[config.mk]
export PLATFORM = sky130hd
export DESIGN_NAME = pcm_peak_rms_meter
export DESIGN_NICKNAME = d
export VERILOG_FILES = /design/src/hw/rtl/pprm_pkg.sv /design/src/hw/rtl/pcm_peak_rms_meter.sv /design/src/hw/rtl/pprm_div.sv /design/src/hw/rtl/pprm_sqrt.sv /design/src/hw/rtl/pprm_datapath.sv /design/src/hw/rtl/pprm_ctrl.sv
export SDC_FILE = /design/constraint.sdc
export NUM_CORES = 2
export LEC_CHECK = 0
export BUFFER_PORTS_ARGS = -buffer_cell sky130_fd_sc_hd__buf_4
export CORE_ASPECT_RATIO = 0.7
export CORE_MARGIN = 4
export CORE_UTILIZATION = 64
export DETAILED_ROUTE_END_ITERATION = 10
export MAX_ROUTING_LAYER = met4
export PLACE_DENSITY = 0.79
export SYNTH_ARGS = -nofsm -noshare
export SYNTH_HDL_FRONTEND = slang
export SYNTH_SLANG_ARGS = --single-unit
[constraint.sdc]
create_clock -name clk -period 10.3 [get_ports clk]
set_input_delay 1.03 -clock clk [delete_from_list [all_inputs] [get_ports clk]]
set_output_delay 1.03 -clock clk [all_outputs]
set_load 0.01 [all_outputs]
[src/hw/rtl/pprm_pkg.sv]
`timescale 1ns / 1ps

package pprm_pkg;

    localparam int COUNT_BITS_DEF = 24;
    localparam int SAMPLE_W       = 16;
    localparam int LEVEL_W        = 17;
    localparam int FS_SQ_W        = 32;
    // Normalized mean square stays below 2^51 for every format mix.
    localparam int QUO_W          = 52;
    localparam int CFG_IDX_W      = 2;

    localparam logic [CFG_IDX_W-1:0] REG_SAMPLE_IS_WIDE   = 2'd0;
    localparam logic [CFG_IDX_W-1:0] REG_SAMPLE_IS_SIGNED = 2'd1;
    localparam logic [CFG_IDX_W-1:0] REG_BIG_ENDIAN       = 2'd2;

    localparam logic [SAMPLE_W-1:0] FS_U8  = 16'd255;
    localparam logic [SAMPLE_W-1:0] FS_S8  = 16'd127;
    localparam logic [SAMPLE_W-1:0] FS_U16 = 16'd65535;
    localparam logic [SAMPLE_W-1:0] FS_S16 = 16'd32767;

    localparam logic [FS_SQ_W-1:0] FS_SQ_U8  = 32'd65025;
    localparam logic [FS_SQ_W-1:0] FS_SQ_S8  = 32'd16129;
    localparam logic [FS_SQ_W-1:0] FS_SQ_U16 = 32'd4294836225;
    localparam logic [FS_SQ_W-1:0] FS_SQ_S16 = 32'd1073676289;

    typedef struct packed {
        logic sample_is_wide;
        logic sample_is_signed;
        logic big_endian;
    } cfg_t;

    typedef struct packed {
        logic take_item;
        logic accum;
        logic start_peak_div;
        logic start_sum_div;
        logic start_sqrt;
        logic store;
    } cmd_t;

    typedef struct packed {
        logic last;
        logic div_busy;
        logic sqrt_busy;
        logic out_free;
    } sts_t;

    function automatic logic [SAMPLE_W-1:0] full_scale(cfg_t c);
        logic [SAMPLE_W-1:0] fs;
        if (c.sample_is_wide)
            fs = c.sample_is_signed ? FS_S16 : FS_U16;
        else
            fs = c.sample_is_signed ? FS_S8 : FS_U8;
        return fs;
    endfunction

    function automatic logic [FS_SQ_W-1:0] full_scale_sq(cfg_t c);
        logic [FS_SQ_W-1:0] fs2;
        if (c.sample_is_wide)
            fs2 = c.sample_is_signed ? FS_SQ_S16 : FS_SQ_U16;
        else
            fs2 = c.sample_is_signed ? FS_SQ_S8 : FS_SQ_U8;
        return fs2;
    endfunction

    // Absolute value for signed formats, raw code for unsigned ones.
    function automatic logic [SAMPLE_W-1:0] magnitude(logic [SAMPLE_W-1:0] raw, cfg_t c);
        logic [SAMPLE_W-1:0] b;
        logic [SAMPLE_W-1:0] w;
        logic [SAMPLE_W-1:0] m;
        b = {8'h00, raw[7:0]};
        w = c.big_endian ? {raw[7:0], raw[15:8]} : raw;
        if (!c.sample_is_wide)
            m = (c.sample_is_signed && raw[7]) ? (16'h0100 - b) : b;
        else
            m = (c.sample_is_signed && w[15]) ? (16'h0000 - w) : w;
        return m;
    endfunction

endpackage

[src/hw/rtl/pcm_peak_rms_meter.sv]
`timescale 1ns / 1ps

// Peak and RMS level meter for one channel of raw PCM samples (8 or 16 bit, signed or
// unsigned, either byte order). The user must set the format through the configuration port
// only while the meter is idle; the block itself does not enforce this. Each sample item goes
// through S_IDLE, which takes it and registers its magnitude, then S_ACC, which updates
// the peak, the sum of squares and the saturating count. The item flagged tlast then runs
// the normalization: a shared restoring divider at one bit per cycle (32 steps for the peak,
// COUNT_BITS + 64 steps for the mean square) followed by a 26-step square root; the result
// then goes to the output register once that is free, and no new item is taken until then.
// Levels are unsigned Q1.16 relative to full scale, truncated, and may slightly exceed 1.0
// for the most negative code.
module pcm_peak_rms_meter
    import pprm_pkg::*;
#(
    parameter int COUNT_BITS = COUNT_BITS_DEF,
    localparam int FIELD_W   = 2 * LEVEL_W + SAMPLE_W + COUNT_BITS + 1,
    localparam int TDATA_W   = ((FIELD_W + 7) / 8) * 8
)
(
    input  logic                 clk,
    input  logic                 rst_n,

    input  logic                 s_axis_tvalid,
    output logic                 s_axis_tready,
    // raw_sample
    input  logic [SAMPLE_W-1:0]  s_axis_tdata,
    // last_sample
    input  logic                 s_axis_tlast,

    output logic                 m_axis_tvalid,
    input  logic                 m_axis_tready,
    // peak_level, rms_level, peak_raw, samples_seen, count_saturated, zero fill
    output logic [TDATA_W-1:0]   m_axis_tdata,

    input  logic                 cfg_valid,
    output logic                 cfg_ready,
    input  logic [CFG_IDX_W-1:0] cfg_index,
    input  logic                 cfg_data
);

    cmd_t                  cmd;
    sts_t                  sts;
    logic [LEVEL_W-1:0]    peak_level;
    logic [LEVEL_W-1:0]    rms_level;
    logic [SAMPLE_W-1:0]   peak_raw;
    logic [COUNT_BITS-1:0] samples_seen;
    logic                  count_saturated;

    assign cfg_ready = 1'b1;

    pprm_ctrl u_ctrl (
        .clk     (clk),
        .rst_n   (rst_n),
        .in_valid(s_axis_tvalid),
        .in_ready(s_axis_tready),
        .sts     (sts),
        .cmd     (cmd)
    );

    pprm_datapath #(
        .COUNT_BITS(COUNT_BITS)
    ) u_datapath (
        .clk            (clk),
        .rst_n          (rst_n),
        .cfg_wr         (cfg_valid && cfg_ready),
        .cfg_index      (cfg_index),
        .cfg_data       (cfg_data),
        .in_sample      (s_axis_tdata),
        .in_last        (s_axis_tlast),
        .cmd            (cmd),
        .sts            (sts),
        .out_valid      (m_axis_tvalid),
        .out_ready      (m_axis_tready),
        .peak_level     (peak_level),
        .rms_level      (rms_level),
        .peak_raw       (peak_raw),
        .samples_seen   (samples_seen),
        .count_saturated(count_saturated)
    );

    assign m_axis_tdata = TDATA_W'({count_saturated, samples_seen, peak_raw,
                                    rms_level, peak_level});

endmodule

[src/hw/rtl/pprm_div.sv]
`timescale 1ns / 1ps

module pprm_div
    import pprm_pkg::*;
#(
    parameter int NUM_W  = 88,
    parameter int DEN_W  = 56,
    parameter int Q_W    = QUO_W,
    parameter int STEP_W = $clog2(NUM_W + 1)
)
(
    input  logic              clk,
    input  logic              rst_n,
    input  logic              start,
    input  logic [NUM_W-1:0]  num,
    input  logic [DEN_W-1:0]  den,
    input  logic [STEP_W-1:0] steps,
    output logic              busy,
    output logic [Q_W-1:0]    quo
);

    logic [NUM_W-1:0]  num_reg;
    logic [DEN_W-1:0]  den_reg;
    logic [DEN_W-1:0]  rem_reg;
    logic [Q_W-1:0]    quo_reg;
    logic [STEP_W-1:0] cnt_reg;
    logic              busy_reg;

    logic [DEN_W:0]    shifted;
    logic [DEN_W+1:0]  diff;
    logic              ge;

    // Restoring division, one quotient bit per cycle from the top of num.
    assign shifted = {rem_reg, num_reg[NUM_W-1]};
    assign diff    = {1'b0, shifted} - {2'b00, den_reg};
    assign ge      = !diff[DEN_W+1];

    always_ff @(posedge clk or negedge rst_n)
    begin
        if (!rst_n)
        begin
            busy_reg <= 1'b0;
            cnt_reg  <= '0;
        end
        else if (start)
        begin
            busy_reg <= 1'b1;
            cnt_reg  <= steps;
        end
        else if (busy_reg)
        begin
            cnt_reg <= cnt_reg - STEP_W'(1);
            if (cnt_reg == STEP_W'(1))
                busy_reg <= 1'b0;
        end
    end

    always_ff @(posedge clk)
    begin
        if (start)
        begin
            num_reg <= num;
            den_reg <= den;
            rem_reg <= '0;
            quo_reg <= '0;
        end
        else if (busy_reg)
        begin
            num_reg <= {num_reg[NUM_W-2:0], 1'b0};
            rem_reg <= ge ? diff[DEN_W-1:0] : shifted[DEN_W-1:0];
            quo_reg <= {quo_reg[Q_W-2:0], ge};
        end
    end

    assign busy = busy_reg;
    assign quo  = quo_reg;

endmodule

[src/hw/rtl/pprm_sqrt.sv]
`timescale 1ns / 1ps

module pprm_sqrt
    import pprm_pkg::*;
#(
    parameter int W = QUO_W
)
(
    input  logic           clk,
    input  logic           rst_n,
    input  logic           start,
    input  logic [W-1:0]   x_in,
    output logic           busy,
    output logic [W/2-1:0] root
);

    localparam int STEPS  = W / 2;
    localparam int STEP_W = $clog2(STEPS + 1);

    logic [W-1:0]      x_reg;
    logic [W-1:0]      res_reg;
    logic [W-1:0]      bit_reg;
    logic [STEP_W-1:0] cnt_reg;
    logic              busy_reg;

    logic [W:0]        trial;
    logic              ge;

    // Digit-by-digit root, one result bit per cycle.
    assign trial = {1'b0, res_reg} + {1'b0, bit_reg};
    assign ge    = {1'b0, x_reg} >= trial;

    always_ff @(posedge clk or negedge rst_n)
    begin
        if (!rst_n)
        begin
            busy_reg <= 1'b0;
            cnt_reg  <= '0;
        end
        else if (start)
        begin
            busy_reg <= 1'b1;
            cnt_reg  <= STEP_W'(STEPS);
        end
        else if (busy_reg)
        begin
            cnt_reg <= cnt_reg - STEP_W'(1);
            if (cnt_reg == STEP_W'(1))
                busy_reg <= 1'b0;
        end
    end

    always_ff @(posedge clk)
    begin
        if (start)
        begin
            x_reg   <= x_in;
            res_reg <= '0;
            bit_reg <= W'(1) << (W - 2);
        end
        else if (busy_reg)
        begin
            if (ge)
            begin
                x_reg   <= x_reg - trial[W-1:0];
                res_reg <= (res_reg >> 1) + bit_reg;
            end
            else
            begin
                res_reg <= res_reg >> 1;
            end
            bit_reg <= bit_reg >> 2;
        end
    end

    assign busy = busy_reg;
    assign root = res_reg[W/2-1:0];

endmodule

[src/hw/rtl/pprm_datapath.sv]
`timescale 1ns / 1ps

module pprm_datapath
    import pprm_pkg::*;
#(
    parameter int COUNT_BITS = COUNT_BITS_DEF
)
(
    input  logic                  clk,
    input  logic                  rst_n,
    input  logic                  cfg_wr,
    input  logic [CFG_IDX_W-1:0]  cfg_index,
    input  logic                  cfg_data,
    input  logic [SAMPLE_W-1:0]   in_sample,
    input  logic                  in_last,
    input  cmd_t                  cmd,
    output sts_t                  sts,
    output logic                  out_valid,
    input  logic                  out_ready,
    output logic [LEVEL_W-1:0]    peak_level,
    output logic [LEVEL_W-1:0]    rms_level,
    output logic [SAMPLE_W-1:0]   peak_raw,
    output logic [COUNT_BITS-1:0] samples_seen,
    output logic                  count_saturated
);

    localparam int SUM_W  = COUNT_BITS + 2 * SAMPLE_W;
    localparam int NUM_W  = SUM_W + 32;
    localparam int DEN_W  = FS_SQ_W + COUNT_BITS;
    localparam int STEP_W = $clog2(NUM_W + 1);
    localparam int PEAK_STEPS = 2 * SAMPLE_W;
    localparam logic [COUNT_BITS-1:0] COUNT_MAX = {COUNT_BITS{1'b1}};

    cfg_t                  cfg_reg;
    logic [SAMPLE_W-1:0]   mag_reg;
    logic                  last_reg;
    logic [SAMPLE_W-1:0]   peak_reg;
    logic [SUM_W-1:0]      sum_reg;
    logic [COUNT_BITS-1:0] count_reg;
    logic [DEN_W-1:0]      den_reg;
    logic [LEVEL_W-1:0]    peak_lvl_reg;

    logic                  out_valid_reg;
    logic [LEVEL_W-1:0]    out_peak_lvl_reg;
    logic [LEVEL_W-1:0]    out_rms_reg;
    logic [SAMPLE_W-1:0]   out_peak_raw_reg;
    logic [COUNT_BITS-1:0] out_count_reg;
    logic                  out_sat_reg;

    logic [2*SAMPLE_W-1:0] sq;
    logic [DEN_W-1:0]      den_prod;
    logic                  div_start;
    logic [NUM_W-1:0]      div_num;
    logic [DEN_W-1:0]      div_den;
    logic [STEP_W-1:0]     div_steps;
    logic                  div_busy;
    logic [QUO_W-1:0]      div_quo;
    logic                  sqrt_busy;
    logic [QUO_W/2-1:0]    sqrt_root;
    logic [LEVEL_W-1:0]    rms_value;

    assign sq       = {{SAMPLE_W{1'b0}}, mag_reg} * {{SAMPLE_W{1'b0}}, mag_reg};
    assign den_prod = DEN_W'(full_scale_sq(cfg_reg)) * DEN_W'(count_reg);

    // The shared divider first forms peak * 2^16 / FS, then sum * 2^32 / (FS^2 * n).
    assign div_start = cmd.start_peak_div | cmd.start_sum_div;
    assign div_num   = cmd.start_peak_div
                       ? {peak_reg, {(NUM_W - SAMPLE_W){1'b0}}}
                       : {sum_reg, 32'd0};
    assign div_den   = cmd.start_peak_div ? DEN_W'(full_scale(cfg_reg)) : den_reg;
    assign div_steps = cmd.start_peak_div ? STEP_W'(PEAK_STEPS) : STEP_W'(NUM_W);

    pprm_div #(
        .NUM_W (NUM_W),
        .DEN_W (DEN_W),
        .Q_W   (QUO_W),
        .STEP_W(STEP_W)
    ) u_div (
        .clk  (clk),
        .rst_n(rst_n),
        .start(div_start),
        .num  (div_num),
        .den  (div_den),
        .steps(div_steps),
        .busy (div_busy),
        .quo  (div_quo)
    );

    pprm_sqrt #(
        .W(QUO_W)
    ) u_sqrt (
        .clk  (clk),
        .rst_n(rst_n),
        .start(cmd.start_sqrt),
        .x_in (div_quo),
        .busy (sqrt_busy),
        .root (sqrt_root)
    );

    assign rms_value = (count_reg == '0) ? '0 : sqrt_root[LEVEL_W-1:0];

    always_ff @(posedge clk or negedge rst_n)
    begin
        if (!rst_n)
        begin
            cfg_reg.sample_is_wide   <= 1'b1;
            cfg_reg.sample_is_signed <= 1'b1;
            cfg_reg.big_endian       <= 1'b0;
        end
        else if (cfg_wr)
        begin
            unique case (cfg_index)
                REG_SAMPLE_IS_WIDE:   cfg_reg.sample_is_wide   <= cfg_data;
                REG_SAMPLE_IS_SIGNED: cfg_reg.sample_is_signed <= cfg_data;
                REG_BIG_ENDIAN:       cfg_reg.big_endian       <= cfg_data;
                default:              ;
            endcase
        end
    end

    always_ff @(posedge clk or negedge rst_n)
    begin
        if (!rst_n)
        begin
            last_reg  <= 1'b0;
            peak_reg  <= '0;
            sum_reg   <= '0;
            count_reg <= '0;
        end
        else
        begin
            if (cmd.take_item)
                last_reg <= in_last;
            if (cmd.accum)
            begin
                if (mag_reg > peak_reg)
                    peak_reg <= mag_reg;
                // Once the count saturates, only the peak keeps tracking.
                if (count_reg != COUNT_MAX)
                begin
                    sum_reg   <= sum_reg + SUM_W'(sq);
                    count_reg <= count_reg + COUNT_BITS'(1);
                end
            end
            else if (cmd.store)
            begin
                peak_reg  <= '0;
                sum_reg   <= '0;
                count_reg <= '0;
            end
        end
    end

    always_ff @(posedge clk)
    begin
        if (cmd.take_item)
            mag_reg <= magnitude(in_sample, cfg_reg);
        if (cmd.start_peak_div)
            den_reg <= den_prod;
        if (cmd.start_sum_div)
            peak_lvl_reg <= div_quo[LEVEL_W-1:0];
    end

    always_ff @(posedge clk or negedge rst_n)
    begin
        if (!rst_n)
            out_valid_reg <= 1'b0;
        else if (cmd.store)
            out_valid_reg <= 1'b1;
        else if (out_ready)
            out_valid_reg <= 1'b0;
    end

    always_ff @(posedge clk)
    begin
        if (cmd.store)
        begin
            out_peak_lvl_reg <= peak_lvl_reg;
            out_rms_reg      <= rms_value;
            out_peak_raw_reg <= peak_reg;
            out_count_reg    <= count_reg;
            out_sat_reg      <= (count_reg == COUNT_MAX);
        end
    end

    assign sts.last      = last_reg;
    assign sts.div_busy  = div_busy;
    assign sts.sqrt_busy = sqrt_busy;
    assign sts.out_free  = !out_valid_reg || out_ready;

    assign out_valid       = out_valid_reg;
    assign peak_level      = out_peak_lvl_reg;
    assign rms_level       = out_rms_reg;
    assign peak_raw        = out_peak_raw_reg;
    assign samples_seen    = out_count_reg;
    assign count_saturated = out_sat_reg;

endmodule

[src/hw/rtl/pprm_ctrl.sv]
`timescale 1ns / 1ps

module pprm_ctrl
    import pprm_pkg::*;
(
    input  logic clk,
    input  logic rst_n,
    input  logic in_valid,
    output logic in_ready,
    input  sts_t sts,
    output cmd_t cmd
);

    localparam logic [2:0] S_IDLE  = 3'd0;
    localparam logic [2:0] S_ACC   = 3'd1;
    localparam logic [2:0] S_PDIV  = 3'd2;
    localparam logic [2:0] S_PWAIT = 3'd3;
    localparam logic [2:0] S_SWAIT = 3'd4;
    localparam logic [2:0] S_QWAIT = 3'd5;
    localparam logic [2:0] S_STORE = 3'd6;

    logic [2:0] state_reg;
    logic [2:0] state_next;

    always_ff @(posedge clk or negedge rst_n)
    begin
        if (!rst_n)
            state_reg <= S_IDLE;
        else
            state_reg <= state_next;
    end

    assign in_ready = (state_reg == S_IDLE);

    always_comb
    begin
        state_next = state_reg;
        cmd        = '0;
        unique case (state_reg)
            S_IDLE:
            begin
                if (in_valid)
                begin
                    cmd.take_item = 1'b1;
                    state_next    = S_ACC;
                end
            end
            S_ACC:
            begin
                cmd.accum  = 1'b1;
                state_next = sts.last ? S_PDIV : S_IDLE;
            end
            S_PDIV:
            begin
                cmd.start_peak_div = 1'b1;
                state_next         = S_PWAIT;
            end
            S_PWAIT:
            begin
                if (!sts.div_busy)
                begin
                    cmd.start_sum_div = 1'b1;
                    state_next        = S_SWAIT;
                end
            end
            S_SWAIT:
            begin
                if (!sts.div_busy)
                begin
                    cmd.start_sqrt = 1'b1;
                    state_next     = S_QWAIT;
                end
            end
            S_QWAIT:
            begin
                if (!sts.sqrt_busy)
                    state_next = S_STORE;
            end
            S_STORE:
            begin
                // Hold here while a previous result still waits downstream.
                if (sts.out_free)
                begin
                    cmd.store  = 1'b1;
                    state_next = S_IDLE;
                end
            end
            default:
            begin
                state_next = S_IDLE;
            end
        endcase
    end

endmodule
==> metrics.md <==
| Metric | Value |
|---|---|
| Remaining DRCs | `0` |
| Die width | `366 um` |
| # fillers | `6836` |
| Fmax | `0.111 GHz` |
| EDFF count, synth | `328` |
| Starting Density | `64.8%` |
| Setup Skew | `33.6 ps` |
| Htree depth | `3` |
| Finished Layout Cells | `7129` |
| Port Buffers | `101` |
| Yosys reg bits | `632` |
| Clock Path Buffers | `3` |
| Arrival time at the worst endpoint | `9380 ps` |
| Worst-path clk slew | `70 ps` |
| Hold slack final | `359 ps` |
| Final setup viols | `0` |
| Met3 routed WL | `15500 um` |
| Worst endpoint required time | `10680 ps` |
| Async SR Flop Fraction | `18.7%` |
| Post-CTS Setup Bufs | `0` |
| Post-CTS Hold Buffers | `0` |
| Initial antenna violation count | `7` |
| Area growth from synthesis to layout | `6.58%` |
| Mapped cell area | `0.0573 mm^2` |
| GRT Total Usage | `31.9%` |
| Adder and majority cell fraction of the synthesized area | `30.2%` |
| FF/Latch Area | `0.0165 mm^2` |
| Nets@finish | `6977` |
| Worst-margin pin slew | `1210 ps` |
| Routed wire per std cell | `20.2 um` |
| Post-synthesis compound-gate area fraction | `13.7%` |
| Crit Reg-Reg Startpoint | `u_datapath.cfg_reg[2]` |
| Setup TNS | `0 ps` |
| Most frequent cell after synthesis | `inv_1` |
| Top Ports | `108` |
| HP Class | `input pin to async pin` |
| FF-to-FF path depth | `22` |
| Maximum number of pins on one net before global-route repair | `108` |
| GPL Wtd Cong | `0.984` |
| DR top layer | `met4` |
| Global-route wire length before repair | `232000 um` |
| Vias per cell | `6.04` |
| DP Cell Count | `7005` |
| Met1 WL | `67300 um` |
| Fin. max-slew vios | `0` |
| Top cell type's share of synthesized area | `19.9%` |
| Syn. warnings | `0` |
| R2R Setup Slk | `1310 ps` |
| Avg Cell Area, Syn | `9.63 um^2` |
| CTS root buffer | `clkbuf_16` |
| Simple-Gate Fraction of Synth Area | `12.5%` |
| Area contributors post-synth | `fa_1 20%, edfxtp_1 17%, ha_1 10%` |
| DRT iter0 DRCs | `3978` |
| Post-CTS Resized | `0` |
| RSZ-0062 raised after global routing | `false` |
| XOR/XNOR Fraction of Synth Area | `4.70%` |
| Num CTS Buffers | `66` |
| Met2 wire length | `58600 um` |
| Total Die Area | `0.0944 mm^2` |
| Util after Layout | `69.1%` |
| Clock Latency Late Sink | `660 ps` |
| Final WL | `144000 um` |
| Largest family of logic cells by synthesized area | `adder cells` |
| CTS tree | `built` |
| WS Path Type | `flop to flop` |
| Gate Count Post-Synth | `5945` |
| Synth unique cells | `104` |
| DR vias | `43100` |
| Status | `finished, final reports clean` |
| Initial DRT Pass Iterations | `6` |
| Crit. End Element | `flop` |
| Period utilization | `87.3%` |
| Total gr overflow | `0` |
| Synth top cells by count | `886 x inv_1, 569 x fa_1, 472 x ha_1` |
| Top_reg_cell synth | `edfxtp_1` |
| Max-cap viol count | `0` |
| Crit-path max FO | `71` |
| Multiplexer area fraction after synthesis | `2.33%` |
| Row cnt | `91` |
| Area of the multi-input gates | `0.0365 mm^2` |
| Ratio of cells with drive above 1 in the final layout | `5.89%` |
| Sequential share of the synthesized area | `28.9%` |
| Post-route ant nets | `0` |
| Cell taking the most area after synthesis | `fa_1` |
| Die Span Y | `258 um` |
| Core Region | `0.0884 mm^2` |
| Min cycle time layout | `8990 ps` |
| TritonCTS Sinks | `632` |
| Worst setup SP type | `flop` |
| Number of global-route vias before repair | `41800` |
| DP HPWL | `109000 um` |
| Final hold violations | `0` |
| R2r endpoint | `u_datapath.den_reg[55]` |
| Max-slew headroom | `18.8%` |
[worst max-delay path, cell delays in order (launching register included)]
cell and delay (ps):
dfstp_2 530, buf_4 530, nand2_1 320, fa_1 700, fa_1 890, inv_1 180
fa_1 510, inv_1 50, fa_1 500, inv_1 60, fa_1 560, fa_1 430
fa_1 450, ha_1 400, and4_1 280, a2111oi_0 620, o21ai_0 290, o2111ai_1 340
a31oi_1 150, or2_1 270, a31o_2 280, a311oi_2 260, xnor2_1 100
[per-stage QoR]
stage	setup slack, ps	area [um^2]
6_report	1310	61000
5_1_grt	877	61000
4_1_cts	1290	61000
3_5_place_dp	1310	58800
3_3_place_gp	1370	58800
2_1_floorplan	2240	57300
[cell usage in the layout, fill, tap and decap left out, drive strengths merged, types with 14 or more instances in the layout]
cell / n
a211oi: 40
a21o: 101
a21oi: 319
a22o: 56
a22oi: 17
a31o: 20
a31oi: 100
and2: 130
and3: 58
buf: 137
clkbuf: 92
clkinv: 18
dfrtp: 116
dfxtp: 186
edfxtp: 328
fa: 569
ha: 472
inv: 891
mux2i: 124
nand2: 450
nand2b: 55
nand3: 111
nand4: 60
nor2: 378
nor2b: 88
nor3: 55
nor4: 17
o211ai: 16
o21a: 42
o21ai: 282
o21bai: 44
o22ai: 14
o31ai: 40
or2: 23
or3: 20
xnor2: 173
xor2: 134
[cells by family after synthesis]
| logic type | Yosys count |
|---|---|
| flops | 632 |
| simple gates | 1491 |
| fa+ha+maj | 1041 |
| xor+xnor | 307 |
| compound gates | 1209 |
| buf+inv | 1131 |
| other cells | 2 |
| mux | 132 |
[routing by layer]
layer | GRT usage, % | up-vias
met3 | 7.95 | 197
li1 | - | 20000
met1 | 49.6 | 21100
met5 | - | -
met2 | 42.7 | 1794
met4 | 5.28 | 0
[cell type report]
| class | count | area share [%] |
|---|---|---|
| well taps | 1162 | 2.38 |
| clock inverters | 29 | 0.490 |
| clock buffers | 92 | 3.09 |
| diodes | 3 | 0.0123 |
| inverters | 888 | 5.47 |
| repair buffers | 137 | 1.71 |
| flip-flops and latches | 632 | 27.1 |
| multi-input cells | 4186 | 59.7 |
[how the worst max path moves through the flow]
stage                           from                endpoint  depth (start not counted)
2_1_floorplan  u_datapath.cfg_reg[2]  u_datapath.den_reg[55]                         24
3_3_place_gp   u_datapath.cfg_reg[2]  u_datapath.den_reg[55]                         22
3_5_place_dp   u_datapath.cfg_reg[2]  u_datapath.den_reg[55]                         24
4_1_cts        u_datapath.cfg_reg[2]  u_datapath.den_reg[55]                         22
5_1_grt        u_datapath.cfg_reg[2]  u_datapath.den_reg[55]                         22
6_report       u_datapath.cfg_reg[2]  u_datapath.den_reg[55]                         22
Power is left out: the tool's default activity adds up to more than one toggle a clock period on the data nets, which glitch-free logic cannot reach.
